<file path="config.mk">
export PLATFORM = sky130hd
export DESIGN_NAME = tpr_ctrl
export DESIGN_NICKNAME = d
export VERILOG_FILES = /design/src/rtl/tpr_pkg.sv /design/src/rtl/tpr_ctrl.sv
export SDC_FILE = /design/constraint.sdc
export NUM_CORES = 1
export LEC_CHECK = 0
export BUFFER_PORTS_ARGS = -buffer_cell sky130_fd_sc_hd__buf_2
export CORE_AREA = 2 2 39 41
export DETAILED_ROUTE_END_ITERATION = 8
export DIE_AREA = 0 0 41 43
export GPL_ROUTABILITY_DRIVEN = 0
export PLACE_DENSITY = 0.57
export SLEW_MARGIN = 20
export SYNTH_ARGS = -nofsm -noshare
export SYNTH_HDL_FRONTEND = slang
export SYNTH_SLANG_ARGS = --single-unit
</file>
<file path="constraint.sdc">
create_clock -name clk_i -period 2.2 [get_ports clk_i]
set_clock_uncertainty 0.15 [all_clocks]
set_input_delay 0.11 -clock clk_i [delete_from_list [all_inputs] [get_ports clk_i]]
set_output_delay 0.11 -clock clk_i [all_outputs]
set_load 0.02 [all_outputs]
</file>
<file path="src/rtl/tpr_pkg.sv">
`timescale 1ns / 1ps
// ----------------------------------------------------------------------------
// tpr_pkg
// Shared types, codes and helpers of the track polyline rasterizer.
// ----------------------------------------------------------------------------
package tpr_pkg;

  localparam int LON_W      = 32;
  localparam int LAT_W      = 31;
  localparam int SCALE_W    = 32;
  localparam int LIMIT_W    = 9;
  localparam int IDX_W      = 7;
  localparam int WORD_W     = 64;
  localparam int COORD_W    = 11;
  localparam int ERR_W      = 14;
  localparam int CFG_IDX_W  = 3;
  localparam int CFG_DATA_W = 32;

  localparam logic [LIMIT_W-1:0] STEP_LIMIT_RST = 9'd300;

  // Configuration register indexes
  localparam logic [CFG_IDX_W-1:0] REG_MIN_LON    = 3'd0;
  localparam logic [CFG_IDX_W-1:0] REG_MIN_LAT    = 3'd1;
  localparam logic [CFG_IDX_W-1:0] REG_X_SCALE    = 3'd2;
  localparam logic [CFG_IDX_W-1:0] REG_Y_SCALE    = 3'd3;
  localparam logic [CFG_IDX_W-1:0] REG_STEP_LIMIT = 3'd4;

  typedef enum logic [1:0] {
    FUNC_CLEAR = 2'd0,
    FUNC_POINT = 2'd1,
    FUNC_READ  = 2'd2,
    FUNC_NONE  = 2'd3
  } func_e;

  typedef enum logic [3:0] {
    ST_INIT,
    ST_IDLE,
    ST_PROJ_X,
    ST_PROJ_Y,
    ST_SAT_Y,
    ST_PREP,
    ST_DRAW,
    ST_FLUSH,
    ST_READ,
    ST_CLEAR,
    ST_OUT
  } state_e;

  typedef struct packed {
    logic in_ready;
    logic proj_x;
    logic proj_y;
    logic sat_y;
    logic prep;
    logic draw;
    logic clear;
    logic read;
    logic emit;
  } cmd_t;

  typedef struct packed {
    logic  in_fire;
    func_e func;
    logic  draw_go;
    logic  last;
    logic  clr_done;
    logic  out_free;
  } status_t;

  // Saturate a projected value to the signed coordinate range
  function automatic logic signed [COORD_W-1:0] sat_coord(input logic signed [34:0] v);
    logic signed [COORD_W-1:0] r;
    if (v < -35'sd1024) begin
      r = -11'sd1024;
    end else if (v > 35'sd1023) begin
      r = 11'sd1023;
    end else begin
      r = v[COORD_W-1:0];
    end
    return r;
  endfunction

endpackage

</file>
<file path="src/rtl/tpr_ctrl.sv">
`timescale 1ns / 1ps
// ----------------------------------------------------------------------------
// tpr_ctrl
// Sequencer: steps the datapath through projection, drawing, clear and read.
// ----------------------------------------------------------------------------
module tpr_ctrl (
  input  logic             clk_i,
  input  logic             rst_ni,
  input  tpr_pkg::status_t status_i,
  output tpr_pkg::cmd_t    cmd_o
);

  tpr_pkg::state_e state_q, state_d;

  // State register
  always_ff @(posedge clk_i or negedge rst_ni) begin
    if (!rst_ni) begin
      state_q <= tpr_pkg::ST_INIT;
    end else begin
      state_q <= state_d;
    end
  end

  // Next state and commands
  always_comb begin
    state_d = state_q;
    cmd_o   = '0;
    unique case (state_q)
      tpr_pkg::ST_INIT: begin
        cmd_o.clear = 1'b1;
        if (status_i.clr_done) state_d = tpr_pkg::ST_IDLE;
      end
      tpr_pkg::ST_IDLE: begin
        cmd_o.in_ready = 1'b1;
        if (status_i.in_fire) begin
          unique case (status_i.func)
            tpr_pkg::FUNC_CLEAR: state_d = tpr_pkg::ST_CLEAR;
            tpr_pkg::FUNC_POINT: state_d = tpr_pkg::ST_PROJ_X;
            tpr_pkg::FUNC_READ:  state_d = tpr_pkg::ST_READ;
            default:             state_d = tpr_pkg::ST_OUT;
          endcase
        end
      end
      tpr_pkg::ST_PROJ_X: begin
        cmd_o.proj_x = 1'b1;
        state_d = tpr_pkg::ST_PROJ_Y;
      end
      tpr_pkg::ST_PROJ_Y: begin
        cmd_o.proj_y = 1'b1;
        state_d = tpr_pkg::ST_SAT_Y;
      end
      tpr_pkg::ST_SAT_Y: begin
        cmd_o.sat_y = 1'b1;
        state_d = tpr_pkg::ST_PREP;
      end
      tpr_pkg::ST_PREP: begin
        cmd_o.prep = 1'b1;
        state_d = status_i.draw_go ? tpr_pkg::ST_DRAW : tpr_pkg::ST_OUT;
      end
      tpr_pkg::ST_DRAW: begin
        cmd_o.draw = 1'b1;
        if (status_i.last) state_d = tpr_pkg::ST_FLUSH;
      end
      tpr_pkg::ST_FLUSH: begin
        state_d = tpr_pkg::ST_OUT;
      end
      tpr_pkg::ST_READ: begin
        cmd_o.read = 1'b1;
        state_d = tpr_pkg::ST_OUT;
      end
      tpr_pkg::ST_CLEAR: begin
        cmd_o.clear = 1'b1;
        if (status_i.clr_done) state_d = tpr_pkg::ST_OUT;
      end
      tpr_pkg::ST_OUT: begin
        if (status_i.out_free) begin
          cmd_o.emit = 1'b1;
          state_d = tpr_pkg::ST_IDLE;
        end
      end
      default: state_d = tpr_pkg::ST_INIT;
    endcase
  end

endmodule

</file>
# Word level (Yosys, flattened, before mapping)
# Index checks and enable logic that the tools add are counted.
# totals
regBits,4
in_bits,9
latch_bits,0
mem_bits_ro,0
mem_bits_rw,0
memories,0
wordCells,41
# op_classes
shifts,0
mul,0
magnitude_cmp,0
n_reduce_logical,5
div,0
bitwise_logic,0
eq_ne,17
mux,18
n_addsub,0
# op_table
cell,n
case mux 4 bit (10 select lines),1
two-way mux 4 bit,6
"equality test 4 x 3 -> 1 bit, second input constant",4
"equality test 4 bit, second input constant",3
case mux 4 bit (3 select lines),1
two-way mux 1 bit,10
"inequality test 2 bit, second input constant",5
"equality test 4 x 2 -> 1 bit, second input constant",2
AND reduction 5 bit,1
"equality test 4 x 1 -> 1 bit, second input constant",1
logical NOT 4 bit,1
OR reduction 2 bit,2
"equality test 2 x 1 -> 1 bit, second input constant",1
"equality test 2 bit, second input constant",1
logical NOT 2 bit,1

# Logic depth before layout (Yosys ltp)
# Gate-level depths: netlist (run 1).
# logic_depth
ltp_word,4
ltp_mapped,5

# Worst setup path after synthesis (run 1)
# No wires, ideal clock.
# synth_path
kind,reg2out
from,register state_q[3]
to,output cmd_o[1] (netlist bit)
path_slack_ns,0.649
n_path_buf,2
path_stages_with_launch,4
t_arrival_ns,1.291
required_ns,1.940
cell_sequence,dfrtp_1 > buf_2 > buf_1 > nor3b_1
# synth_rtl
item,line_no,rtl
"start, declared",tpr_ctrl.sv:13,"tpr_pkg::state_e state_q, state_d;"
"start signal, assigned",tpr_ctrl.sv:18,state_q <= tpr_pkg::ST_INIT;
"start signal, assigned",tpr_ctrl.sv:20,state_q <= state_d;
"end, declared",tpr_ctrl.sv:10,output tpr_pkg::cmd_t cmd_o

# Final worst setup path (run 1)
# layout_path
from,register state_q[2]
to,register state_q[1]
# layout_between
elab_chain_len,3
word_cells_on_any_way,19
classes_between,15 x eq/ne; 1 x mux; 3 x reduce/logical
# layout_lines
item,line_no,rtl
equality test 4 bit (tied with other cells),tpr_ctrl.sv:28,unique case (state_q)
OR reduction 2 bit (no line) or inequality test 2 bit (tied branches),--,
case mux 4 bit (10 select lines) or AND reduction 5 bit (tied branches),--,
# Parallel ways exist; a longest one is shown, timed or not.
# A chain may end at the register's enable or synchronous reset.

==> flow_metrics.env, run 1 <==
export IMPL_synthFlopType="dfrtp_1"
export IMPL_setup_viol=0
export IMPL_slew_violations=0
export IMPL_drc_errors=0
export IMPL_clk_pin_slew_worst_paths_ns=0.03
export IMPL_place_inst=80
export IMPL_portBuffers=17
export IMPL_tightest_slew_ns=0.528
export IMPL_synth_top_family_by_area="simple AND/OR/NAND/NOR gates"
export IMPL_syn_nets=60
export IMPL_synth_xor_area_share_pct=2.18
export IMPL_ios=18
export IMPL_dieArea_sq_um=1760
export IMPL_initial_core_util_pct=29.0
export IMPL_reg2reg_depth=4
export IMPL_drtPass1Iterations=4
export IMPL_cts_tree="done"
export IMPL_worstPathArrival_ns=1.69
export IMPL_die_width_microns=41
export IMPL_top_regs="state_q x4"
export IMPL_numCtsBuffers=3
export IMPL_drt_iter0_drc=14
export IMPL_post_cts_setup_buffers=0
export IMPL_grt_max_degree=19
export IMPL_grt_pass1_vias=366
export IMPL_regMostFlops="state_q"
export IMPL_cp_end_kind="flop"
export IMPL_grt_overflow=0
export IMPL_viasPerCell=5.13
export IMPL_ant_nets=0
export IMPL_htree_levels=1
export IMPL_antenna_found_initial=0
export IMPL_drive_gt1_share_pct=33.8
export IMPL_fill_cells=160
export IMPL_relSlewSlack_pct=64.8
export IMPL_vias=431
export IMPL_yosysSeqAreaShare_pct=24.9
export IMPL_ctsLongestPathBuffers=2
export IMPL_syn_avg_cell_area_sq_um=7.88
export IMPL_yosysWarnings=0
export IMPL_synthCells=51
export IMPL_grt_pass1_wl_microns=1590
export IMPL_synth_edff_count=0
export IMPL_cts_hold_buf=1
export IMPL_synth_top_cell_by_area="dfrtp_1"
export IMPL_cts_resized=0
export IMPL_maxCapViolCount=0
export IMPL_synth_adder_area_share_pct=0
export IMPL_finalSetupTns_ns=0
export IMPL_p_leak_uw=0.000255
export IMPL_grt_usage_pct=12.9
export IMPL_fmax_ghz=0.575
export IMPL_core_area_sq_um=1380
export IMPL_synth_area_leaders="dfrtp_1, nor3_1, nand2b_1, nor2_1, o32a_4"
export IMPL_synth_seq_cells=4
export IMPL_synth_top_area_share_pct=24.9
export IMPL_wirelength_microns=970
export IMPL_die_h_microns=43
export IMPL_hpwlAfterDp_microns=714
export IMPL_critPathKind="reg -> reg"
export IMPL_synth_compound_gate_area_share_pct=28.3
export IMPL_rsz0062_at_grt="false"
export IMPL_start_kind="flop"
export IMPL_worstSkewPairLatency_ns=0.23
export IMPL_wl_per_cell_microns=11.5
export IMPL_ys_top_cells_by_count="nor2_1, nor3_1, dfrtp_1, nand2b_1"
export IMPL_diodes=0
export IMPL_largest_reg_flops=4
export IMPL_ys_types=29
export IMPL_fin_crit_ns=1.74
export IMPL_fin_crit_sh_pct=79.0
export IMPL_final_nets=79
export IMPL_fin_cells=84
export IMPL_cp_required_ns=2.15
export IMPL_cts_num_sinks=4
export IMPL_status="finished clean"
export IMPL_syn2layout_area_growth_pct=29.3
export IMPL_peakVddDrop_v=0.000399
export IMPL_num_rows=14
export IMPL_ctsRootBufferMaster="clkbuf_4"
export IMPL_critPathMaxFanout=14
export IMPL_synthMuxAreaShare_pct=0
export IMPL_async_flop_share_pct=100
export IMPL_synth_area_sq_um=402
export IMPL_powerDensity_nw_per_um2=1460
export IMPL_hp_class="in -> async"
export IMPL_report_final_hold_viol_count=0
export IMPL_synth_simple_area_share_pct=36.8
==> cell families after synthesis <==
logic type | after synthesis
xor gates and xnor gates | 1
and+or+nand+nor | 26
buffers and inverters | 7
DFF | 4
AOI/OAI and AO/OA | 13
==> per-stage QoR <==
step	hold WS (ns)	utilization [%]	worst slack, ns	power (uW)	cell area, sq um
6_report	0.0709	37.5	0.462	757	519
5_1_grt	0.0675	37.5	0.371	830	519
4_1_cts	0.0717	37.5	0.473	758	519
3_5_place_dp	-0.234	35.2	0.476	665	487
3_3_place_gp	-0.234	35.2	0.467	672	487
2_1_floorplan	-0.336	-	0.649	572	402
==> path summary, 6_finish.rpt <==
| kind | start | to | slack, ns |
|---|---|---|---|
| setup / recovery | state_q[2]$_DFFE_PN0P_ | state_q[1]$_DFFE_PN0P_ | 0.46 |
| hold / removal | rst_ni | state_q[2]$_DFFE_PN0P_ | 0.07 |
| setup reg to reg | state_q[2]$_DFFE_PN0P_ | state_q[1]$_DFFE_PN0P_ | 0.46 |
| hold reg to reg | state_q[1]$_DFFE_PN0P_ | state_q[1]$_DFFE_PN0P_ | 0.55 |
| max in group asynchronous | rst_ni | state_q[3]$_DFFE_PN0P_ | 1.71 |
| min in group clk_i | status_i[2] | state_q[3]$_DFFE_PN0P_ | 0.13 |
==> power breakdown <==
group	internal (uW)	total, uW	switching (uW)
Combinational	216	463	246
Clock	60.7	86.5	25.7
Sequential	107	208	101
Total	384	757	373
==> final cells by class <==
cell class                 instances  area, sq um  share of cell area [%]
tap                               16         20.0                    3.86
inverter                           3         11.3                    2.17
clock buffer                       3         22.5                    4.34
sequential                         4          100                    19.3
multi-input combinational         40          270                    52.0
timing repair buffer              18         95.1                    18.3
==> critical path, stage by stage, from the launching register on <==
cell	delay (ns)
dfrtp_1	0.52
or2_4	0.32
o32a_4	0.37
o21ai_1	0.12
o22ai_1	0.12
==> layer usage <==
layer  vias up  GRT usage [%]  share of wire, %
met4         0           4.00                 0
met5         -              0                 0
met1       188           19.4                45
met3         0           3.66               8.2
li1        220              -                 -
met2        23           17.2                47
==> placed cells by master, fill, tap and decap left out, types with 2 or more instances in the layout <==
cell	count
buf_2	17
nand2b_1	4
a21oi_1	2
dfrtp_1	4
inv_1	3
nor3b_1	2
clkbuf_4	3
nand2_1	3
nor3_1	6
nor2_1	6
Note: power is estimated with default switching activity, not from simulation.
==> run 2: changes to the inputs <==
- PLACE_DENSITY: 0.57 -> 0.59
- clock period: 2.2 -> 1.4 ns (I/O delays scaled with it)
==> flow_metrics.env, run 2 (synthesis results as in run 1) <==
export IMPL_cts_num_sinks=4
export IMPL_relSlewSlack_pct=82.6
export IMPL_p_switching_uw=848
export IMPL_maxCapViolCount=0
export IMPL_grt_pass1_wl_microns=1990
export IMPL_p_seq_share_pct=14.1
export IMPL_switching_share_pct=42.7
export IMPL_wl_per_cell_microns=13.0
export IMPL_drc_errors=0
export IMPL_multi_input_area_sq_um=364
export IMPL_ctsLongestPathBuffers=2
export IMPL_setup_viol=12
export IMPL_portBuffers=17
export IMPL_fin_area_sq_um=848
export IMPL_antenna_found_initial=0
export IMPL_largest_reg_flops=4
export IMPL_wirelength_microns=1350
export IMPL_fill_cells=136
export IMPL_critPathKind="reg -> reg"
export IMPL_core_area_sq_um=1380
export IMPL_top_regs="state_q x4"
export IMPL_cp_required_ns=1.36
export IMPL_critPathMaxFanout=7
export IMPL_tightest_slew_ns=0.260
export IMPL_start_kind="flop"
export IMPL_slew_violations=0
export IMPL_ant_nets=0
export IMPL_cp_end_kind="flop"
export IMPL_placed_area_sq_um=584
export IMPL_report_final_hold_viol_count=0
export IMPL_worstSkewPairLatency_ns=0.23
export IMPL_diodes=0
export IMPL_drtPass1Iterations=4
export IMPL_clk_pin_slew_worst_paths_ns=0.04
export IMPL_fmax_ghz=0.624
export IMPL_drt_iter0_drc=10
export IMPL_numCtsBuffers=3
export IMPL_pre_cts_slack_ns=-0.218
export IMPL_grt_usage_pct=16.2
export IMPL_peakVddDrop_v=0.00106
export IMPL_setup_slack_ns=-0.203
export IMPL_viasPerCell=5.01
export IMPL_ios=18
export IMPL_clkPwrFrac_pct=6.9
export IMPL_p_int_uw=1140
export IMPL_violations="negative setup slack"
export IMPL_status="finished, violations left"
export IMPL_drive_gt1_share_pct=67.0
export IMPL_power_uw=1990
export IMPL_mostFrequentLayoutCell="buf_6"
export IMPL_syn2layout_area_growth_pct=111
export IMPL_grt_pass1_vias=454
export IMPL_fin_crit_sh_pct=115
export IMPL_rsz0062_at_grt="true"
export IMPL_grt_overflow=0
export IMPL_fin_crit_ns=1.60
export IMPL_grt_max_degree=12
export IMPL_final_cell_mix="buf_6, buf_4, buf_2"
export IMPL_comb_power_share_pct=79.0
export IMPL_regMostFlops="state_q"
export IMPL_cts_tree="done"
export IMPL_ctsRootBufferMaster="clkbuf_4"
export IMPL_seqCellArea_sq_um=103
export IMPL_hp_class="in -> async"
export IMPL_die_h_microns=43
export IMPL_finalHoldWorstSlack_ns=0.0228
export IMPL_initial_core_util_pct=29.0
export IMPL_hpwlAfterDp_microns=877
export IMPL_powerDensity_nw_per_um2=2340
export IMPL_vias=521
export IMPL_worstPathArrival_ns=1.57
export IMPL_htree_levels=1
export IMPL_final_nets=99
export IMPL_p_leak_uw=0.000388
export IMPL_die_width_microns=41
export IMPL_dieArea_sq_um=1760
export IMPL_num_rows=14
==> run 2: cell count changes in the layout (fill, tap and decap cells not counted), moves of 2 or more <==
cell / before / now
nor2_1: 6 / 4
nand2b_4: 0 / 2
dfrtp_2: 0 / 2
nand2b_1: 4 / 2
buf_2: 17 / 8
buf_6: 0 / 16
nor3_4: 0 / 3
buf_4: 0 / 13
inv_1: 3 / 1
inv_2: 0 / 2
nor3_2: 0 / 2
nor3_1: 6 / 1
dfrtp_1: 4 / 2
==> run 2: layout make-up <==
cell class / instances / share of cell area (%)
multi-input combinational: 40 / 42.9
timing repair buffer: 38 / 38.6
sequential: 4 / 12.1
clock buffer: 3 / 2.65
tap: 16 / 2.36
inverter: 3 / 1.33
==> run 2: worst max-delay path, cell delays in order, from the launching register on <==
cell       delay (ns)
dfrtp_2          0.47
or2b_1           0.28
o32a_1           0.25
o2bb2ai_1        0.15
a22o_1           0.19
==> run 2: timing repair <==
action | in CTS | in global routing
hold buffers | 1 | 0
pin swaps | 1 | 9
hold endpoints to repair | 4 | 0
gates resized for setup | 21 | 24
buffers inserted | 3 | 5
setup endpoints to repair | 12 | 13
gates cloned | 0 | 0
==> run 2: per-layer routing <==
metal	vias up	track usage, %	wire length [microns]
met3	0	3.66	67
met5	-	0	0
met1	246	22.6	550
met2	13	25.3	736
met4	0	2.00	0
li1	262	-	-
==> run 2: through the flow <==
| step | instances | util [%] | TNS, ns |
|---|---|---|---|
| finish | 104 | 61.3 | -1.48 |
| global route | 104 | 61.3 | -2.05 |
| CTS | 100 | 52.6 | -1.65 |
| detailed placement | 93 | 42.2 | -0.621 |
| global placement | 93 | 42.2 | -0.608 |
| floorplan | 51 | - | -0.585 |
==> run 2: worst paths after layout <==
check                      slack [ns]  cells after the start                endpoint              startpoint
setup / recovery                -0.20                      4  state_q[3]$_DFFE_PN0P_  state_q[0]$_DFFE_PN0P_
hold / removal                   0.02                      2  state_q[0]$_DFFE_PN0P_                  rst_ni
setup reg to reg                -0.20                      4  state_q[3]$_DFFE_PN0P_  state_q[0]$_DFFE_PN0P_
hold reg to reg                  0.51                      1  state_q[3]$_DFFE_PN0P_  state_q[3]$_DFFE_PN0P_
max in group asynchronous        0.95                      2  state_q[3]$_DFFE_PN0P_                  rst_ni
min in group clk_i               0.10                      3  state_q[3]$_DFFE_PN0P_             status_i[2]
==> run 2: power groups by stage <==
stage / logic [uW] / clock network (uW) / registers (uW)
detailed placement: 1030 / 0 / 261
CTS: 1280 / 141 / 262
global placement: 1020 / 0 / 261
floorplan: 705 / 0 / 206
finish: 1570 / 137 / 280
global route: 1690 / 146 / 291
==> run 3: changes to the inputs <==
- CTS_CLUSTER_DIAMETER: default -> 40
- PLACE_DENSITY: 0.59 -> default
==> flow_metrics.env, run 3 (synthesis results as in run 1) <==
export IMPL_initial_core_util_pct=29.0
export IMPL_report_final_hold_viol_count=0
export IMPL_critPathKind="reg -> out"
export IMPL_top_regs="state_q x4"
export IMPL_worstPathArrival_ns=1.40
export IMPL_grt_overflow=0
export IMPL_mostFrequentLayoutCell="buf_4"
export IMPL_num_rows=14
export IMPL_grt_usage_pct=17.1
export IMPL_status="finished, violations left"
export IMPL_grt_pass1_vias=482
export IMPL_ios=18
export IMPL_grt_max_degree=14
export IMPL_cp_required_ns=1.18
export IMPL_finalHoldWorstSlack_ns=0.0169
export IMPL_ctsLongestPathBuffers=2
export IMPL_regMostFlops="state_q"
export IMPL_cts_num_sinks=4
export IMPL_crit_chain="or2_4, buf_6, nor3b_2, buf_4"
export IMPL_portBuffers=17
export IMPL_slowest_delay_ns=0.44
export IMPL_place_inst=92
export IMPL_drive_gt1_share_pct=70.9
export IMPL_drt_iter0_drc=7
export IMPL_fin_crit_ns=1.62
export IMPL_wl_per_cell_microns=14.7
export IMPL_hp_class="in -> async"
export IMPL_wirelength_microns=1500
export IMPL_diodes=0
export IMPL_setup_slack_ns=-0.222
export IMPL_die_width_microns=41
export IMPL_peakVddDrop_v=0.00102
export IMPL_cpMaxStageDelayCell="dfrtp_2"
export IMPL_syn2layout_area_growth_pct=115
export IMPL_hpwlAfterDp_microns=864
export IMPL_relSlewSlack_pct=84.6
export IMPL_drc_errors=0
export IMPL_utilization_pct=62.3
export IMPL_powerDensity_nw_per_um2=2390
export IMPL_setup_viol=13
export IMPL_fin_cells=102
export IMPL_tightest_slew_ns=0.231
export IMPL_critPathMaxFanout=6
export IMPL_core_area_sq_um=1380
export IMPL_slew_violations=0
export IMPL_htree_levels=1
export IMPL_dieArea_sq_um=1760
export IMPL_ant_nets=0
export IMPL_largest_reg_flops=4
export IMPL_viasPerCell=5.17
export IMPL_die_h_microns=43
export IMPL_numCtsBuffers=3
export IMPL_maxCapViolCount=0
export IMPL_violations="negative setup slack"
export IMPL_cp_end_kind="output port"
export IMPL_vias=527
export IMPL_grt_pass1_wl_microns=2040
export IMPL_cts_tree="done"
export IMPL_antenna_found_initial=0
export IMPL_fin_crit_sh_pct=116
export IMPL_start_kind="flop"
export IMPL_drtPass1Iterations=3
export IMPL_clk_pin_slew_worst_paths_ns=0.04
export IMPL_p_leak_uw=0.000382
export IMPL_worstSkewPairLatency_ns=0.23
export IMPL_rsz0062_at_grt="true"
export IMPL_final_nets=97
export IMPL_fmax_ghz=0.616
export IMPL_ctsRootBufferMaster="clkbuf_4"
export IMPL_final_cell_mix="buf_4, buf_6, buf_2"
[run 3: final timing paths]
kind / from / endpoint / slack [ns] / depth (start not counted)
min reg2reg: state_q[1]$_DFFE_PN0P_ / state_q[1]$_DFFE_PN0P_ / 0.53 / 2
min in group clk_i: status_i[2] / state_q[3]$_DFFE_PN0P_ / 0.09 / 3
max reg2reg: state_q[1]$_DFFE_PN0P_ / state_q[0]$_DFFE_PN0P_ / -0.22 / 4
max: state_q[1]$_DFFE_PN0P_ / cmd_o[1] / -0.22 / 4
min: rst_ni / state_q[0]$_DFFE_PN0P_ / 0.02 / 2
max in group asynchronous: rst_ni / state_q[1]$_DFFE_PN0P_ / 0.95 / 2
[run 3: final cells by class]
cell class,count,area (sq um)
clock buffer,3,22.5
fill,119,522
tap,16,20.0
sequential,4,104
multi-input combinational,40,402
timing repair buffer,36,303
inverter,3,11.3
[run 3: layer usage]
layer	track usage, %	vias to the layer above	share of wire (%)
li1	-	255	-
met1	19.6	249	40
met2	28.4	17	52
met3	4.71	6	4.0
met4	6.00	0	3.8
met5	0	-	0
[run 3: critical path, delay by kind of cell (launching register included)]
kind	cells	cell delay, ns
flops	1	0.44
simple gates	2	0.43
buf+inv	2	0.30
[run 3: stage by stage]
step / total power [uW] / area (sq um) / setup slack (ns) / setup TNS [ns]
after global routing: 2160 / 862 / -0.246 / -2.20
after global placement: 1270 / 577 / -0.197 / -0.560
after CTS: 1740 / 746 / -0.220 / -1.52
after floorplan: 911 / 405 / -0.132 / -0.585
after detailed placement: 1280 / 577 / -0.238 / -0.593
final: 2060 / 862 / -0.222 / -1.65
[run 3: power breakdown]
group	internal (uW)	switching, uW
clock	96.0	48.3
combinational	864	767
sequential	178	107
[run 3: timing repair]
| action | CTS | global route |
|---|---|---|
| resized for setup | 31 | 18 |
| hold buffers | 1 | 0 |
| cloned | 0 | 0 |
| endpoints found under the hold margin | 4 | 0 |
| pin swaps | 3 | 7 |
| endpoints found under the setup margin | 12 | 13 |
| buffers inserted | 3 | 4 |
